$ cat config.mk
export PLATFORM = sky130hd
export DESIGN_NAME = tcw_ctrl
export DESIGN_NICKNAME = d
export VERILOG_FILES = /design/src/rtl/core/tcw_pkg.sv /design/src/rtl/core/tcw_ctrl.sv
export SDC_FILE = /design/constraint.sdc
export NUM_CORES = 1
export LEC_CHECK = 0
export ABC_CLOCK_PERIOD_IN_PS = 1400
export BUFFER_PORTS_ARGS = -buffer_cell sky130_fd_sc_hd__buf_2
export CAP_MARGIN = 30
export CORE_AREA = 2 2 39 41
export CTS_CLUSTER_SIZE = 10
export DETAILED_ROUTE_END_ITERATION = 8
export DIE_AREA = 0 0 41 43
export MAX_ROUTING_LAYER = met4
export PLACE_DENSITY = 0.68
export SYNTH_ARGS = -nofsm -noshare
export SYNTH_HDL_FRONTEND = slang
export SYNTH_SLANG_ARGS = --single-unit
export TNS_END_PERCENT = 30
$ cat constraint.sdc
create_clock -name clock -period 1.4 [get_ports clock]
set_input_delay 0.14 -clock clock [delete_from_list [all_inputs] [get_ports clock]]
set_output_delay 0.14 -clock clock [all_outputs]
set_load 0.03 [all_outputs]
$ cat src/rtl/core/tcw_pkg.sv
`timescale 1ns / 1ps
// ----------------------------------------------------------------------------
// tcw_pkg
// Shared constants, word types and controller/datapath signal groups for the
// text console writer.
// ----------------------------------------------------------------------------
package tcw_pkg;

   localparam int COLS          = 80;
   localparam int ROWS          = 25;
   localparam int CELLS         = ROWS * COLS;
   localparam int COPY_CELLS    = (ROWS - 1) * COLS;
   localparam int LAST_ROW_BASE = (ROWS - 1) * COLS;
   localparam int ADDR_W        = $clog2(CELLS);
   localparam int WALK_W        = $clog2(CELLS + 1);
   localparam int ROW_W         = $clog2(ROWS);
   localparam int COL_W         = $clog2(COLS);
   localparam int CURSOR_W      = 11;

   localparam logic [7:0] CHAR_NEWLINE = 8'd10;
   localparam logic [7:0] CHAR_SPACE   = 8'd32;
   localparam logic [7:0] COLOR_RESET  = 8'd135;

   typedef enum logic [1:0] {
      OP_PUT_CHAR = 2'd0,
      OP_CLEAR    = 2'd1,
      OP_READ     = 2'd2,
      OP_PUT_CELL = 2'd3
   } op_type;

   typedef enum logic [1:0] {
      WALK_INIT   = 2'd0,
      WALK_CLEAR  = 2'd1,
      WALK_SCROLL = 2'd2
   } walk_type;

   typedef struct packed {
      op_type      opcode;
      logic [7:0]  char_code;
      logic [7:0]  cell_color;
      logic [6:0]  cell_x;
      logic [4:0]  cell_y;
   } req_word_type;

   typedef struct packed {
      logic [CURSOR_W-1:0] cursor_index;
      logic [15:0]         read_entry;
      logic                scrolled;
   } rsp_word_type;

   typedef struct packed {
      logic     accept;
      logic     walk_start;
      walk_type walk_mode;
      logic     walk_en;
      logic     read_capture;
      logic     load_direct;
      logic     load_held;
   } cmd_type;

   typedef struct packed {
      logic scroll_req;
      logic walk_done;
      logic wr_busy;
   } status_type;

endpackage

$ cat src/rtl/core/tcw_ctrl.sv
`timescale 1ns / 1ps
// ----------------------------------------------------------------------------
// tcw_ctrl
// Controller state machine: input acceptance, memory walks, read capture and
// loading of the result register.
// ----------------------------------------------------------------------------
module tcw_ctrl (
   input  logic                clock,
   input  logic                reset,
   input  logic                req_valid,
   output logic                req_ready,
   input  tcw_pkg::op_type     req_opcode,
   output logic                rsp_valid,
   input  logic                rsp_ready,
   input  tcw_pkg::status_type status,
   output tcw_pkg::cmd_type    cmd
);
   import tcw_pkg::*;

   typedef enum logic [4:0] {
      ST_INIT = 5'b00001,
      ST_IDLE = 5'b00010,
      ST_READ = 5'b00100,
      ST_WALK = 5'b01000,
      ST_RESP = 5'b10000
   } state_type;

   state_type state_ff, state_in;
   logic      rsp_valid_ff, rsp_valid_in;
   logic      out_free;

   always_comb begin
      out_free     = !rsp_valid_ff || rsp_ready;
      req_ready    = (state_ff == ST_IDLE);
      cmd          = '0;
      cmd.accept   = req_valid && req_ready;
      cmd.walk_en  = (state_ff == ST_INIT) || (state_ff == ST_WALK);
      cmd.walk_mode = WALK_INIT;
      state_in     = state_ff;
      rsp_valid_in = rsp_valid_ff && !rsp_ready;
      unique case (state_ff)
         ST_INIT: begin
            if (status.walk_done) begin
               state_in = ST_IDLE;
            end
         end
         ST_IDLE: begin
            if (cmd.accept) begin
               unique case (req_opcode) inside
                  OP_PUT_CHAR, OP_PUT_CELL: begin
                     if (status.scroll_req) begin
                        cmd.walk_start = 1'b1;
                        cmd.walk_mode  = WALK_SCROLL;
                        state_in       = ST_WALK;
                     end else if (out_free) begin
                        cmd.load_direct = 1'b1;
                        rsp_valid_in    = 1'b1;
                     end else begin
                        state_in = ST_RESP;
                     end
                  end
                  OP_CLEAR: begin
                     cmd.walk_start = 1'b1;
                     cmd.walk_mode  = WALK_CLEAR;
                     state_in       = ST_WALK;
                  end
                  OP_READ: begin
                     state_in = ST_READ;
                  end
                  default: begin
                     state_in = ST_IDLE;
                  end
               endcase
            end
         end
         ST_READ: begin
            cmd.read_capture = 1'b1;
            state_in         = ST_RESP;
         end
         ST_WALK: begin
            if (status.walk_done) begin
               state_in = ST_RESP;
            end
         end
         ST_RESP: begin
            if (out_free) begin
               cmd.load_held = 1'b1;
               rsp_valid_in  = 1'b1;
               state_in      = ST_IDLE;
            end
         end
         default: begin
            state_in = ST_INIT;
         end
      endcase
   end

   always_ff @(posedge clock) begin
      if (reset) begin
         state_ff     <= ST_INIT;
         rsp_valid_ff <= 1'b0;
      end else begin
         state_ff     <= state_in;
         rsp_valid_ff <= rsp_valid_in;
      end
   end

   assign rsp_valid = rsp_valid_ff;

endmodule

# Word-level counts from Yosys, hierarchy flattened
# Index checks and enable logic that the tools add are counted.
# Widths: inputs -> output; s select.
[classes] n_eq_ne=13 mux=24 reduce_logical=9
[ops] operator="$mux 5" count=6
[ops] operator="$pmux 5 s5" count=1
[ops] operator="$pmux 5 s3" count=1
[ops] operator="$mux 1" count=11
[ops] operator="$mux 3" count=3
[ops] operator="$ne 2x2->1 const B" count=3
[ops] operator="$pmux 3 s2" count=1
[ops] operator="$eq 5x1->1 const B" count=1
[ops] operator="$eq 5x2->1 const B" count=1
[ops] operator="$eq 5x3->1 const B" count=1
[ops] operator="$eq 5x4->1 const B" count=1
[ops] operator="$eq 5x5->1 const B" count=1
[ops] operator="$reduce_and 5->1" count=1
[ops] operator="$eq 2x2->1 const B" count=2
[ops] operator="$ne 4x4->1 const B" count=1
[ops] operator="$eq 2x1->1 const B" count=1
[ops] operator="$logic_and 1x1->1" count=2
[ops] operator="$logic_not 1->1" count=2
[ops] operator="$logic_not 2->1" count=1
[ops] operator="$logic_or 1x1->1" count=2
[ops] operator="$ne 2x1->1 const B" count=1
[ops] operator="$pmux 1 s2" count=1
[ops] operator="$reduce_or 2->1" count=1
[totals] regBits=6 inputBits=9 output_inout_bits=10 wordCells=48

# Depth between registers and ports, before layout
[depth] ltp_word=7 mapped_depth=6 ltp_nobuf=6

# Worst setup path after synthesis
# OpenSTA, ideal clock, no wires.
[synth_path] kind="reg-to-output" start="register state_ff[3]" end="output port cmd[5] in the netlist's numbering" arrival_time_ps=2248 t_required_ps=1260 slack_ps=-988 stages_incl_launch_ff=5 cell_sequence="dfxtp_1 > buf_6 > nor4_2 > nand2_1 > nor3_1"
[synth_lines] element="start: declaration" line="tcw_ctrl.sv:28" source="state_type state_ff, state_in;"
[synth_lines] element="start signal: assignment" line="tcw_ctrl.sv:103" source="state_ff <= state_in;"
[synth_lines] element="end: declaration" line="tcw_ctrl.sv:16" source="output tcw_pkg::cmd_type cmd"

==> metrics.log <==
[metrics] number of endpoints with negative hold slack in the final report: 0
[metrics] endpoints failing setup: 15
[metrics] final worst-path cycle share: 123%
[metrics] number of buffers added by the clock tree synthesis step: 3
[metrics] Row Count: 14
[metrics] routed wire length: 1.63 mm
[metrics] maximum number of pins on one net before global-route repair: 11
[metrics] number of top-level pins: 19
[metrics] Crit. End Element: output port
[metrics] unrepaired setup endpoints after global routing: yes
[metrics] worst endpoint data arrival time: 1.59 ns
[metrics] peak ir drop on the vdd network: 0.000592 V
[metrics] final core utilization: 70.2%
[metrics] worst-case headroom to the max-slew limit: 74.9%
[metrics] Simple-Gate Fraction of Synth Area: 39.7%
[metrics] post-synth design cell area: 529 um2
[metrics] library cell occupying the most area in the post-synthesis netlist: sky130_fd_sc_hd__dfxtp_1
[metrics] starting density of the core: 38.2%
[metrics] synthesis-to-finish area growth: 83.5%
[metrics] Chip Width: 41 um
[metrics] Adder-Cell Fraction of Synth Area: 9.46%
[metrics] Post-Route Skew: 0.00678 ns
[metrics] CTS H-tree depth: 1
[metrics] run status: finished with violations
[metrics] xor-xnor portion of the synthesized cell area: 4.96%
[metrics] count of distinct cell types in the synthesized netlist: 32
[metrics] via count: 648
[metrics] number of warnings issued by yosys: 0
[metrics] detail-routed net length per standard cell: 13.4 um
[metrics] Tightest Pin Transition: 0.376 ns
[metrics] buffer levels on the longest clock path: 2
[metrics] share of the synthesized area in the top cell type: 22.7%
[metrics] Std-Cell Core Area: 0.00138 mm2
[metrics] most numerous cell in the Yosys netlist: sky130_fd_sc_hd__nor2_1
[metrics] area of the die: 0.00176 mm2
[metrics] share of flip-flops with an asynchronous set or reset: 0%
[metrics] Die Height: 43 um
[metrics] Setup Crit Path Kind: reg2out
[metrics] syn_nets: 80
[metrics] root buffer cell: sky130_fd_sc_hd__clkbuf_4
[metrics] area fraction in compound gates after synthesis: 12.8%
[metrics] synthesized instance count: 67
[metrics] register clock-pin slew on the reported worst setup and hold paths: 0.05 ns
[metrics] first-pass GRT wire length: 2.48 mm
[metrics] maximum fanout along the worst path: 2
[metrics] ratio of cells with drive above 1 in the final layout: 58.5%
[metrics] vias in the first global route: 620
[metrics] cell types with the highest counts after synthesis: sky130_fd_sc_hd__nor2_1 (7), sky130_fd_sc_hd__dfxtp_1 (6), sky130_fd_sc_hd__nand2_1 (5), sky130_fd_sc_hd__nand2b_1 (5), sky130_fd_sc_hd__nor3_1 (5)
[metrics] leading post-synthesis cells by cell area: sky130_fd_sc_hd__dfxtp_1 (23%), sky130_fd_sc_hd__ha_1 (9.5%), sky130_fd_sc_hd__nand2b_1 (5.9%), sky130_fd_sc_hd__nor2_1 (5.0%), sky130_fd_sc_hd__xnor2_1 (5.0%)
[metrics] required time at the endpoint of the critical path: 1.26 ns
[metrics] Setup WS post-layout: -0.327 ns
[metrics] filler instances: 119
[metrics] # nets final: 121
[metrics] leading register cell type out of synthesis: sky130_fd_sc_hd__dfxtp_1
[metrics] average footprint of a synthesized cell: 7.90 um2
[metrics] Avg Vias per Cell: 5.31
[metrics] sinks on the clock net: 6
[metrics] global placement routability congestion: 0.700
[metrics] remaining global-route overflow: 0
[metrics] count of antenna diodes in the layout: 0
[metrics] violations in the final reports: negative setup slack
[metrics] number of DRC violations after detailed routing: 0
[metrics] leakage power: 0.000429 uW
[metrics] combinational family with the most area after synthesis: simple AND/OR/NAND/NOR gates
[metrics] type of the tightest min-delay check: in2reg
[metrics] minimum period implied by the final worst setup slack: 1.73 ns
[metrics] Final Max Slew Viols: 0
[metrics] post-route setup TNS: -2.51 ns
[metrics] share of synthesized area occupied by flip-flops and latches: 22.7%
[metrics] mux contribution to synthesized area: 3.78%
[metrics] total global routing track utilization: 21.4%
[metrics] clock tree from TritonCTS: done
[metrics] total power divided by cell area: 1360 mW/mm2
[metrics] DRT iter0 DRCs: 11
[metrics] HPWL Detailed: 1.08 mm
[metrics] type of element launching the critical path: register
[metrics] number of antenna violations at the first check in global routing: 0
[metrics] Skew-Pair Late Insertion Delay: 0.25 ns
[metrics] number of flops mapped to enable cells by yosys: 0
[metrics] antenna-violating nets left: 0
[metrics] total of max-cap violations: 0
[metrics] count of state elements after synthesis: 6
[metrics] # port buffers: 17
[metrics] maximum operating frequency: 579 MHz
[metrics] Pre-antenna DRT Iters: 4
-- where the power goes --
| group | switching, uW | internal, uW | leakage, uW |
|---|---|---|---|
| Sequential | 54.7 | 209 | 0.0000502 |
| Clock | 63.3 | 97.0 | 0.0000138 |
| Combinational | 429 | 470 | 0.000365 |
| Total | 547 | 776 | 0.000429 |
-- layout by cell type, fill, tap and decap left out, types with 3 or more instances in the layout --
cell,instances
sky130_fd_sc_hd__nor2_1,5
sky130_fd_sc_hd__dfxtp_1,3
sky130_fd_sc_hd__nand2b_1,4
sky130_fd_sc_hd__buf_4,22
sky130_fd_sc_hd__buf_2,8
sky130_fd_sc_hd__buf_6,9
sky130_fd_sc_hd__dfxtp_2,3
sky130_fd_sc_hd__ha_1,4
sky130_fd_sc_hd__nor3_1,3
sky130_fd_sc_hd__clkbuf_4,3
sky130_fd_sc_hd__nand2_1,4
sky130_fd_sc_hd__inv_1,3
-- kinds of logic (layout without fill, tap and decap cells) --
| kind of cell | count (synthesis) | after routing |
|---|---|---|
| AOI/OAI and AO/OA | 10 | 10 |
| xor gates and xnor gates | 3 | 3 |
| adders and majority gates | 4 | 4 |
| buffers and inverters | 6 | 45 |
| DFF | 6 | 6 |
| muxes | 2 | 2 |
| and+or+nand+nor | 36 | 36 |
-- final cells by class --
type	instances	area [um2]	area share, %
Clock buffer	3	22.5	2.32
Inverter	3	11.3	1.16
Multi-Input combinational cell	55	487	50.1
Sequential cell	6	124	12.8
Tap cell	16	20.0	2.06
Timing Repair Buffer	39	307	31.6
-- worst paths after layout --
check / startpoint / endpoint / slack [ns] / cells after the start
worst max-delay path: state_ff[3]$_SDFFE_PP0P_ / cmd[0] / -0.33 / 4
worst min-delay path: reset / rsp_valid$_SDFF_PP0_ / 0.20 / 2
worst max register to register: state_ff[3]$_SDFFE_PP0P_ / state_ff[0]$_SDFFE_PP1P_ / -0.18 / 5
worst min register to register: rsp_valid$_SDFF_PP0_ / rsp_valid$_SDFF_PP0_ / 0.65 / 2
-- sequential cells by signal, indices dropped and copies added (netlist names) --
signal,flops
rsp_valid,1
state_ff,5
-- worst max-delay path, cell delays in order, from the launching register on --
cell                      delay (ns)
sky130_fd_sc_hd__dfxtp_2        0.32
sky130_fd_sc_hd__or3_4          0.38
sky130_fd_sc_hd__or3b_4         0.41
sky130_fd_sc_hd__nor2_4         0.10
sky130_fd_sc_hd__buf_6          0.14
-- per-stage QoR --
stage / setup slack, ns / power [uW] / hold WS [ns] / instances / instance area, um2
floorplan: -0.420 / 722 / 0.209 / 67 / 582
finish: -0.327 / 1320 / 0.196 / 122 / 971
detailed placement: -0.113 / 966 / 0.440 / 114 / 791
global placement: -0.111 / 949 / 0.430 / 114 / 791
global route: -0.373 / 1400 / 0.210 / 122 / 971
CTS: -0.328 / 1230 / 0.167 / 121 / 908
-- layer usage --
metal	global-route usage [%]	part of all wire, %	wire length [um]	vias to the layer above
met2	35.6	58	945	20
met3	3.66	3.4	56	6
li1	-	-	-	318
met4	14.0	3.4	55	0
met1	21.4	35	575	304
met5	-	0	0	-
-- what timing repair did --
item                                    CTS  global route
buffers inserted                          4             1
pin swaps                                 7             1
hold buffers                              0             0
endpoints found under the setup margin   14            15
cloned                                    0             0
gates resized for setup                  21            10
Note: power is estimated with default switching activity, not from simulation.
